**src/design/pidsc_pkg.sv**
```systemverilog
// ----------------------------------------------------------------------------
// pidsc_pkg
// Shared types and constants for the PID speed controller: the control
// word format, datapath opcodes, gain selects and register indexes.
// ----------------------------------------------------------------------------
package pidsc_pkg;

  // Field widths
  localparam int unsigned SpeedW = 16;  // setpoint / measured
  localparam int unsigned ErrW   = 17;  // setpoint - measured
  localparam int unsigned GainW  = 16;  // Q8.8 gains and integration time
  localparam int unsigned LimW   = 31;  // magnitude limits
  localparam int unsigned DriveW = 32;  // drive and integrator
  localparam int unsigned OpaW   = 25;  // multiplier signed operand
  localparam int unsigned ProdW  = 42;  // OpaW x (GainW+1)
  localparam int unsigned SumW   = 34;  // running sum before a clamp
  localparam int unsigned FracW  = 8;   // Q8.8 fraction bits
  localparam int unsigned PcW    = 4;
  localparam int unsigned CfgIdxW = 3;

  // Configuration register indexes
  localparam logic [CfgIdxW-1:0] CFG_PROP_GAIN  = 3'd0;
  localparam logic [CfgIdxW-1:0] CFG_INTEG_GAIN = 3'd1;
  localparam logic [CfgIdxW-1:0] CFG_DERIV_GAIN = 3'd2;
  localparam logic [CfgIdxW-1:0] CFG_INTEG_TIME = 3'd3;
  localparam logic [CfgIdxW-1:0] CFG_INTEG_LIM  = 3'd4;
  localparam logic [CfgIdxW-1:0] CFG_OUT_LIM    = 3'd5;

  typedef logic [PcW-1:0] pc_t;

  // Jump targets in the control program
  localparam pc_t PC_CLAMP_I = 4'd6;
  localparam pc_t PC_DERIV   = 4'd10;
  localparam pc_t PC_OUT     = 4'd13;

  // Datapath operations
  typedef enum logic [2:0] {
    OP_LOAD    = 3'd0,  // err = sp - meas, sum = integrator
    OP_A_ERR   = 3'd1,  // operand = err
    OP_A_PROD  = 3'd2,  // operand = product >>> 8
    OP_A_DIFF  = 3'd3,  // operand = err - prev_err, prev_err = err
    OP_MUL     = 3'd4,  // product = operand * gain
    OP_ADD     = 3'd5,  // sum += product >>> 8
    OP_CLAMP_I = 3'd6,  // sum = clamp(sum, integral limit), store integrator
    OP_CLAMP_O = 3'd7   // drive = clamp(sum, output limit)
  } op_e;

  // Multiplier gain operand
  typedef enum logic [1:0] {
    GSEL_P = 2'd0,
    GSEL_I = 2'd1,
    GSEL_D = 2'd2,
    GSEL_T = 2'd3
  } gsel_e;

  // One control word of the program
  typedef struct packed {
    op_e   op;
    gsel_e gsel;
    logic  jz;      // jump to target when the selected gain is zero
    pc_t   target;
    logic  last;
  } ucode_t;

  // Sequencer to datapath control
  typedef struct packed {
    logic  start;   // input beat accepted, latch payload
    logic  exec;    // current control word executes this cycle
    op_e   op;
    gsel_e gsel;
  } ctrl_t;

  // Configuration registers as seen by the datapath
  typedef struct packed {
    logic [GainW-1:0] prop_gain;
    logic [GainW-1:0] integ_gain;
    logic [GainW-1:0] deriv_gain;
    logic [GainW-1:0] integ_time;
    logic [LimW-1:0]  integral_limit;
    logic [LimW-1:0]  output_limit;
  } cfg_t;

endpackage

```
**src/design/pidsc_seq.sv**
```systemverilog
// ----------------------------------------------------------------------------
// pidsc_seq
// Control sequencer: program ROM, step counter with conditional jump,
// input handshake and result-valid flag.
// ----------------------------------------------------------------------------
module pidsc_seq import pidsc_pkg::*; (
  input  logic  clk_i,
  input  logic  rst_ni,
  input  logic  in_valid_i,
  output logic  in_ready_o,
  output logic  out_valid_o,
  input  logic  out_ready_i,
  input  logic  gain_zero_i,
  output ctrl_t ctrl_o
);

  logic   busy_q, busy_d;
  pc_t    pc_q, pc_d;
  logic   ovalid_q, ovalid_d;
  ucode_t uw;
  logic   start, stall, exec;

  // Control program
  always_comb begin
    case (pc_q)
      4'd0:  uw = '{op: OP_LOAD,    gsel: GSEL_I, jz: 1'b1, target: PC_CLAMP_I, last: 1'b0};
      4'd1:  uw = '{op: OP_A_ERR,   gsel: GSEL_I, jz: 1'b0, target: '0,         last: 1'b0};
      4'd2:  uw = '{op: OP_MUL,     gsel: GSEL_I, jz: 1'b0, target: '0,         last: 1'b0};
      4'd3:  uw = '{op: OP_A_PROD,  gsel: GSEL_T, jz: 1'b0, target: '0,         last: 1'b0};
      4'd4:  uw = '{op: OP_MUL,     gsel: GSEL_T, jz: 1'b0, target: '0,         last: 1'b0};
      4'd5:  uw = '{op: OP_ADD,     gsel: GSEL_T, jz: 1'b0, target: '0,         last: 1'b0};
      4'd6:  uw = '{op: OP_CLAMP_I, gsel: GSEL_I, jz: 1'b0, target: '0,         last: 1'b0};
      4'd7:  uw = '{op: OP_A_ERR,   gsel: GSEL_P, jz: 1'b1, target: PC_DERIV,   last: 1'b0};
      4'd8:  uw = '{op: OP_MUL,     gsel: GSEL_P, jz: 1'b0, target: '0,         last: 1'b0};
      4'd9:  uw = '{op: OP_ADD,     gsel: GSEL_P, jz: 1'b0, target: '0,         last: 1'b0};
      4'd10: uw = '{op: OP_A_DIFF,  gsel: GSEL_D, jz: 1'b1, target: PC_OUT,     last: 1'b0};
      4'd11: uw = '{op: OP_MUL,     gsel: GSEL_D, jz: 1'b0, target: '0,         last: 1'b0};
      4'd12: uw = '{op: OP_ADD,     gsel: GSEL_D, jz: 1'b0, target: '0,         last: 1'b0};
      default: uw = '{op: OP_CLAMP_O, gsel: GSEL_P, jz: 1'b0, target: '0,       last: 1'b1};
    endcase
  end

  // Handshake and step enable; the final step waits for the output register
  assign start = in_valid_i && !busy_q;
  assign stall = uw.last && ovalid_q && !out_ready_i;
  assign exec  = busy_q && !stall;

  // Next state
  always_comb begin
    busy_d   = busy_q;
    pc_d     = pc_q;
    ovalid_d = ovalid_q;
    if (out_ready_i) begin
      ovalid_d = 1'b0;
    end
    if (start) begin
      busy_d = 1'b1;
      pc_d   = '0;
    end else if (exec) begin
      if (uw.last) begin
        busy_d   = 1'b0;
        ovalid_d = 1'b1;
      end else if (uw.jz && gain_zero_i) begin
        pc_d = uw.target;
      end else begin
        pc_d = pc_q + pc_t'(1);
      end
    end
  end

  always_ff @(posedge clk_i or negedge rst_ni) begin
    if (!rst_ni) begin
      busy_q   <= 1'b0;
      pc_q     <= '0;
      ovalid_q <= 1'b0;
    end else begin
      busy_q   <= busy_d;
      pc_q     <= pc_d;
      ovalid_q <= ovalid_d;
    end
  end

  assign in_ready_o  = !busy_q;
  assign out_valid_o = ovalid_q;

  assign ctrl_o.start = start;
  assign ctrl_o.exec  = exec;
  assign ctrl_o.op    = uw.op;
  assign ctrl_o.gsel  = uw.gsel;

endmodule

```
**src/design/pidsc_dp.sv**
```systemverilog
// ----------------------------------------------------------------------------
// pidsc_dp
// PID datapath: one shared multiplier, a running sum with symmetric
// clamp, the integrator and previous-error state, and the drive register.
// ----------------------------------------------------------------------------
module pidsc_dp import pidsc_pkg::*; (
  input  logic                     clk_i,
  input  logic                     rst_ni,
  input  ctrl_t                    ctrl_i,
  input  cfg_t                     cfg_i,
  input  logic signed [SpeedW-1:0] setpoint_i,
  input  logic signed [SpeedW-1:0] measured_i,
  output logic                     gain_zero_o,
  output logic signed [DriveW-1:0] drive_o
);

  logic signed [SpeedW-1:0] sp_q, ms_q;
  logic signed [ErrW-1:0]   err_q, prev_err_q;
  logic signed [DriveW-1:0] integ_q, drive_q;
  logic signed [OpaW-1:0]   opa_q;
  logic signed [ProdW-1:0]  prod_q;
  logic signed [SumW-1:0]   sum_q;

  logic [GainW-1:0]         gain;
  logic signed [ProdW-1:0]  mul;
  logic signed [ErrW:0]     diff;
  logic signed [SumW-1:0]   prod_sh;
  logic [LimW-1:0]          lim;
  logic signed [SumW-1:0]   lim_pos, lim_neg, clamped;
  logic signed [ErrW-1:0]   err_new;

  function automatic logic signed [ErrW-1:0] setpoint_q_ext(logic signed [SpeedW-1:0] v);
    setpoint_q_ext = {v[SpeedW-1], v};
  endfunction

  // Gain operand select
  always_comb begin
    case (ctrl_i.gsel)
      GSEL_P:  gain = cfg_i.prop_gain;
      GSEL_I:  gain = cfg_i.integ_gain;
      GSEL_D:  gain = cfg_i.deriv_gain;
      GSEL_T:  gain = cfg_i.integ_time;
      default: gain = cfg_i.prop_gain;
    endcase
  end
  assign gain_zero_o = (gain == '0);

  // Shared multiplier, signed operand times unsigned gain
  assign mul     = $signed(opa_q) * $signed({1'b0, gain});
  assign prod_sh = prod_q[ProdW-1:FracW];
  assign diff    = {err_q[ErrW-1], err_q} - {prev_err_q[ErrW-1], prev_err_q};
  assign err_new = {setpoint_q_ext(sp_q)} - {setpoint_q_ext(ms_q)};

  // Symmetric clamp against the selected limit
  assign lim     = (ctrl_i.op == OP_CLAMP_I) ? cfg_i.integral_limit : cfg_i.output_limit;
  assign lim_pos = $signed({{(SumW-LimW){1'b0}}, lim});
  assign lim_neg = -lim_pos;
  always_comb begin
    if (sum_q > lim_pos) begin
      clamped = lim_pos;
    end else if (sum_q < lim_neg) begin
      clamped = lim_neg;
    end else begin
      clamped = sum_q;
    end
  end

  // Payload registers
  always_ff @(posedge clk_i) begin
    if (ctrl_i.start) begin
      sp_q <= setpoint_i;
      ms_q <= measured_i;
    end
    if (ctrl_i.exec) begin
      case (ctrl_i.op)
        OP_LOAD: begin
          err_q <= err_new;
          sum_q <= SumW'(integ_q);
        end
        OP_A_ERR:   opa_q  <= OpaW'(err_q);
        OP_A_PROD:  opa_q  <= prod_q[OpaW+FracW-1:FracW];
        OP_A_DIFF:  opa_q  <= OpaW'(diff);
        OP_MUL:     prod_q <= mul;
        OP_ADD:     sum_q  <= sum_q + prod_sh;
        OP_CLAMP_I: sum_q  <= clamped;
        OP_CLAMP_O: drive_q <= clamped[DriveW-1:0];
        default: ;
      endcase
    end
  end

  // Loop state across periods
  always_ff @(posedge clk_i or negedge rst_ni) begin
    if (!rst_ni) begin
      integ_q    <= '0;
      prev_err_q <= '0;
    end else if (ctrl_i.exec) begin
      if (ctrl_i.op == OP_CLAMP_I) begin
        integ_q <= clamped[DriveW-1:0];
      end
      if (ctrl_i.op == OP_A_DIFF) begin
        prev_err_q <= err_q;
      end
    end
  end

  assign drive_o = drive_q;

endmodule

```
**src/design/pid_speed_controller_core.sv**
```systemverilog
// ----------------------------------------------------------------------------
// pid_speed_controller_core
// PID speed controller with clamped integrator, run by a small control
// program over one shared multiplier.
// ----------------------------------------------------------------------------
//  Channel | Signals                               | Dir | Beat
//  in      | in_valid_i in_ready_o setpoint_i      | in  | one control period
//          | measured_i                            |     |
//  out     | out_valid_o out_ready_i drive_o       | out | one drive value
//  cfg     | cfg_we_i cfg_idx_i cfg_data_i         | in  | one register write
//
//  An item runs 5 to 14 program steps after its accept cycle; each nonzero
//  gain adds its multiply steps on the single shared multiplier. The next
//  item can be taken in the cycle after the final step.
//  Reset (async, active low) clears the integrator, previous error and
//  loads the default configuration.
//  A result waiting in the output register holds only the final step of the
//  following item.
// ----------------------------------------------------------------------------
module pid_speed_controller_core import pidsc_pkg::*; (
  input  logic                     clk_i,
  input  logic                     rst_ni,
  input  logic                     in_valid_i,
  output logic                     in_ready_o,
  input  logic signed [SpeedW-1:0] setpoint_i,
  input  logic signed [SpeedW-1:0] measured_i,
  output logic                     out_valid_o,
  input  logic                     out_ready_i,
  output logic signed [DriveW-1:0] drive_o,
  input  logic                     cfg_we_i,
  input  logic [CfgIdxW-1:0]       cfg_idx_i,
  input  logic [LimW-1:0]          cfg_data_i
);

  cfg_t  cfg_q;
  ctrl_t ctrl;
  logic  gain_zero;

  // Configuration registers
  always_ff @(posedge clk_i or negedge rst_ni) begin
    if (!rst_ni) begin
      cfg_q.prop_gain      <= '0;
      cfg_q.integ_gain     <= '0;
      cfg_q.deriv_gain     <= '0;
      cfg_q.integ_time     <= GainW'(256);
      cfg_q.integral_limit <= LimW'(32767);
      cfg_q.output_limit   <= LimW'(32767);
    end else if (cfg_we_i) begin
      case (cfg_idx_i)
        CFG_PROP_GAIN:  cfg_q.prop_gain      <= cfg_data_i[GainW-1:0];
        CFG_INTEG_GAIN: cfg_q.integ_gain     <= cfg_data_i[GainW-1:0];
        CFG_DERIV_GAIN: cfg_q.deriv_gain     <= cfg_data_i[GainW-1:0];
        CFG_INTEG_TIME: cfg_q.integ_time     <= cfg_data_i[GainW-1:0];
        CFG_INTEG_LIM:  cfg_q.integral_limit <= cfg_data_i;
        CFG_OUT_LIM:    cfg_q.output_limit   <= cfg_data_i;
        default: ;
      endcase
    end
  end

  pidsc_seq u_seq (
    .clk_i       (clk_i),
    .rst_ni      (rst_ni),
    .in_valid_i  (in_valid_i),
    .in_ready_o  (in_ready_o),
    .out_valid_o (out_valid_o),
    .out_ready_i (out_ready_i),
    .gain_zero_i (gain_zero),
    .ctrl_o      (ctrl)
  );

  pidsc_dp u_dp (
    .clk_i       (clk_i),
    .rst_ni      (rst_ni),
    .ctrl_i      (ctrl),
    .cfg_i       (cfg_q),
    .setpoint_i  (setpoint_i),
    .measured_i  (measured_i),
    .gain_zero_o (gain_zero),
    .drive_o     (drive_o)
  );

endmodule

```
**config.mk**
```make
export PLATFORM = sky130hd
export DESIGN_NAME = pid_speed_controller_core
export DESIGN_NICKNAME = d
export VERILOG_FILES = /design/src/design/pidsc_pkg.sv /design/src/design/pidsc_seq.sv /design/src/design/pidsc_dp.sv /design/src/design/pid_speed_controller_core.sv
export SDC_FILE = /design/constraint.sdc
export NUM_CORES = 2
export LEC_CHECK = 0
export ABC_AREA = 0
export ABC_CLOCK_PERIOD_IN_PS = 8000
export BUFFER_PORTS_ARGS = -buffer_cell sky130_fd_sc_hd__buf_2
export CAP_MARGIN = 20
export CELL_PAD_IN_SITES_DETAIL_PLACEMENT = 0
export CELL_PAD_IN_SITES_GLOBAL_PLACEMENT = 1
export CORE_AREA = 2 2 282 284
export DETAILED_ROUTE_END_ITERATION = 10
export DIE_AREA = 0 0 284 286
export PLACE_DENSITY = 0.87
export SYNTH_ARGS = -nofsm -noshare
export SYNTH_HDL_FRONTEND = slang
export SYNTH_SLANG_ARGS = --single-unit
```
**constraint.sdc**
```tcl
create_clock -name clk_i -period 8 [get_ports clk_i]
set_input_delay 0.8 -clock clk_i [delete_from_list [all_inputs] [get_ports clk_i]]
set_output_delay 0.8 -clock clk_i [all_outputs]
set_load 0.01 [all_outputs]
```
==> reports/results.txt <==
status: completed
count of different cell masters after synthesis: 90
TritonRoute pass-1 iters: 8
die footprint: 81200 um^2
worst-path fanout max: 7
Initial Utilization: 0.454
DRC viols: 0
layout cells sized above 1: 0.150
startpoint class of the critical path: register
CP endpoint kind: register
Slew headroom: 0.280
Most Frequent Cell on Critical Path: fa_1
clk sinks: 355
initial DRC count: 2499
dpl hpwl: 78600 um
Core Rows: 103
placed cell area: 38500 um^2
required time of the critical path: 8310 ps
Avg WL per Cell: 20.8 um
drt total wl: 102000 um
CTS tree: done
Critical Path Source: u_seq.pc_q[0]
Worst Setup Path Type: register to register
die height: 286 um
Layout area overhead: 12.1%
fin crit share: 0.971
FF-to-FF Start: u_seq.pc_q[0]
final hold violation count: 0
main area contributors after synthesis: fa_1, edfxtp_1, dfrtp_1
# fillers: 7140
Mapped Nets: 4366
sequential-to-total area share from yosys stat: 0.275
Yosys warning count: 0
Syn Inst Count: 3663
total grt overflow: 0
largest net degree at the start of global routing: 150
FMAX: 0.129 GHz
die extent in x: 284 um
vias in the first global route: 28300
Synth top area share: 0.221
clock root buffer master: clkbuf_16
global-route usage over all layers: 0.251
final net count: 4526
global-route wire length before repair: 159000 um
Avg Inst Size Synth: 9.71 um^2
clk_lat worst skew: 560 ps
H-tree Lvls: 2
hold_buf cts: 0
Cell Area, Synth: 35600 um^2
final setup fails: 0
crit path DAT: 8080 ps
post-synth top area cell: fa_1
Slew Viols, Final: 0
Placer Congestion: 0.972
Vias: 27800
ys async rst share: 0.510
Synth Flop Type: edfxtp_1
Critical Path Slowest Stage Cell: fa_1
Min-Delay Path Class: input pin to asynchronous set/reset pin
FF+latch count, synth: 355
Slowest Stage Delay on Critical Path: 640 ps
top-count cell post-synth: inv_1
Setup Skew: 29.8 ps
Design Area, Final: 39900 um^2
Clock Path Buffers: 3
initial antenna violation count: 5
max cap viols: 0
Period minus WS final: 7770 ps
Ports: 105
RSZ-0062 raised after global routing: yes
Least-Margin Pin Slew: 1080 ps
Worst-path clk slew: 70 ps
post-route ant nets: 0
top cells by count, synth: inv_1, nand2_1, fa_1
CORE AREA: 78400 um^2
Inserted Clock Buffers: 36
Port Buffers: 104
Post-synth EDFFs: 174
Vias/cell: 5.67
[metal layers]
layer	global-route usage	vias to the layer above	routed length, um
li1	-	12600	-
met1	0.328	13800	41200
met2	0.414	1129	47600
met3	0.0543	273	9010
met4	0.0896	6	3990
met5	0	-	169
[cell usage in the layout, fill, tap and decap left out, drive strengths merged, types with 27 or more instances in the layout]
| cell type | instances |
|---|---|
| nand2 | 443 |
| mux2i | 48 |
| inv | 571 |
| dfrtp | 150 |
| xnor2 | 75 |
| mux2 | 144 |
| a21o | 44 |
| fa | 392 |
| nand4 | 33 |
| nor2 | 135 |
| o21ai | 164 |
| a22oi | 30 |
| nand2b | 27 |
| buf | 274 |
| and2 | 160 |
| clkbuf | 45 |
| or3 | 28 |
| a21oi | 119 |
| dfstp | 31 |
| ha | 240 |
| a31oi | 27 |
| xor2 | 37 |
| edfxtp | 174 |
| nor3 | 38 |
| nand3 | 69 |
[stage by stage]
step                TNS (ps)  setup slack, ps  hold slack [ps]  utilization  instances
global placement           0              187              465        0.491       4829
CTS                        0             77.0              148        0.507       4894
global route            -255            -76.2              168        0.509       4900
floorplan                  0              116              448            -       3663
finish                     0              229              153        0.509       4902
detailed placement         0             89.0              476        0.491       4829
[flip-flops by register name, summed over array words and instances, names as in the netlist, 4 cells and up]
name	count
u_dp.sum_q	34
u_dp.integ_q	32
u_dp.sp_q	16
u_dp.err_q	17
u_seq.pc_q	4
u_dp.prod_q	34
u_dp.opa_q	25
u_dp.prev_err_q	17
u_dp.drive_o	32
cfg_q	126
u_dp.ms_q	16
[final timing paths]
| kind | to | slack (ps) | cells past startpoint |
|---|---|---|---|
| worst max-delay path | u_dp.prod_q[34] | 230 | 32 |
| worst min-delay path | cfg_q[57] | 150 | 1 |
| worst max register to register | u_dp.prod_q[34] | 230 | 32 |
| worst min register to register | u_dp.integ_q[0] | 490 | 2 |
| max in group asynchronous | cfg_q[119] | 6600 | 2 |
| min in group clk_i | u_dp.sp_q[9] | 420 | 1 |
[what timing repair did]
item / 4_1_cts / 5_1_grt
endpoints found under the setup margin: 0 / 15
buffers inserted: 0 / 4
gates resized for setup: 0 / 26
[cell type report]
class	count	area, um^2	share of cell area
clock inverter	21	233	0.00583
antenna	2	5.00	0.000125
timing repair buffer	275	2100	0.0526
inverter	568	2130	0.0535
sequential	355	9790	0.246
multi-input combinational	2587	23300	0.585
clock buffer	44	992	0.0249
tap	1050	1310	0.0329
[cell families (layout without fill, tap and decap cells)]
| family | Yosys count | in the layout | synth area share |
|---|---|---|---|
| compound gates | 615 | 615 | 0.115 |
| xor+xnor | 112 | 112 | 0.0276 |
| fa+ha+maj | 632 | 632 | 0.305 |
| buf+inv | 721 | 908 | 0.0774 |
| flops | 355 | 355 | 0.275 |
| mux | 192 | 192 | 0.0592 |
| other cells | 0 | 2 | 0 |
| simple gates | 1036 | 1036 | 0.141 |
[critical path: cells and delay by family, from the launching register on]
kind | cells | cell delay [ps]
AO/OA/AOI/OAI | 5 | 830
flip-flops | 1 | 400
buffers and inverters | 9 | 990
XOR/XNOR | 1 | 90
AND/OR/NAND/NOR | 8 | 1470
adder cells (fa/ha/maj) | 8 | 3580
multiplexers | 1 | 170
Power is left out: the tool's default activity adds up to more than one toggle a clock period on the data nets, which glitch-free logic cannot reach.
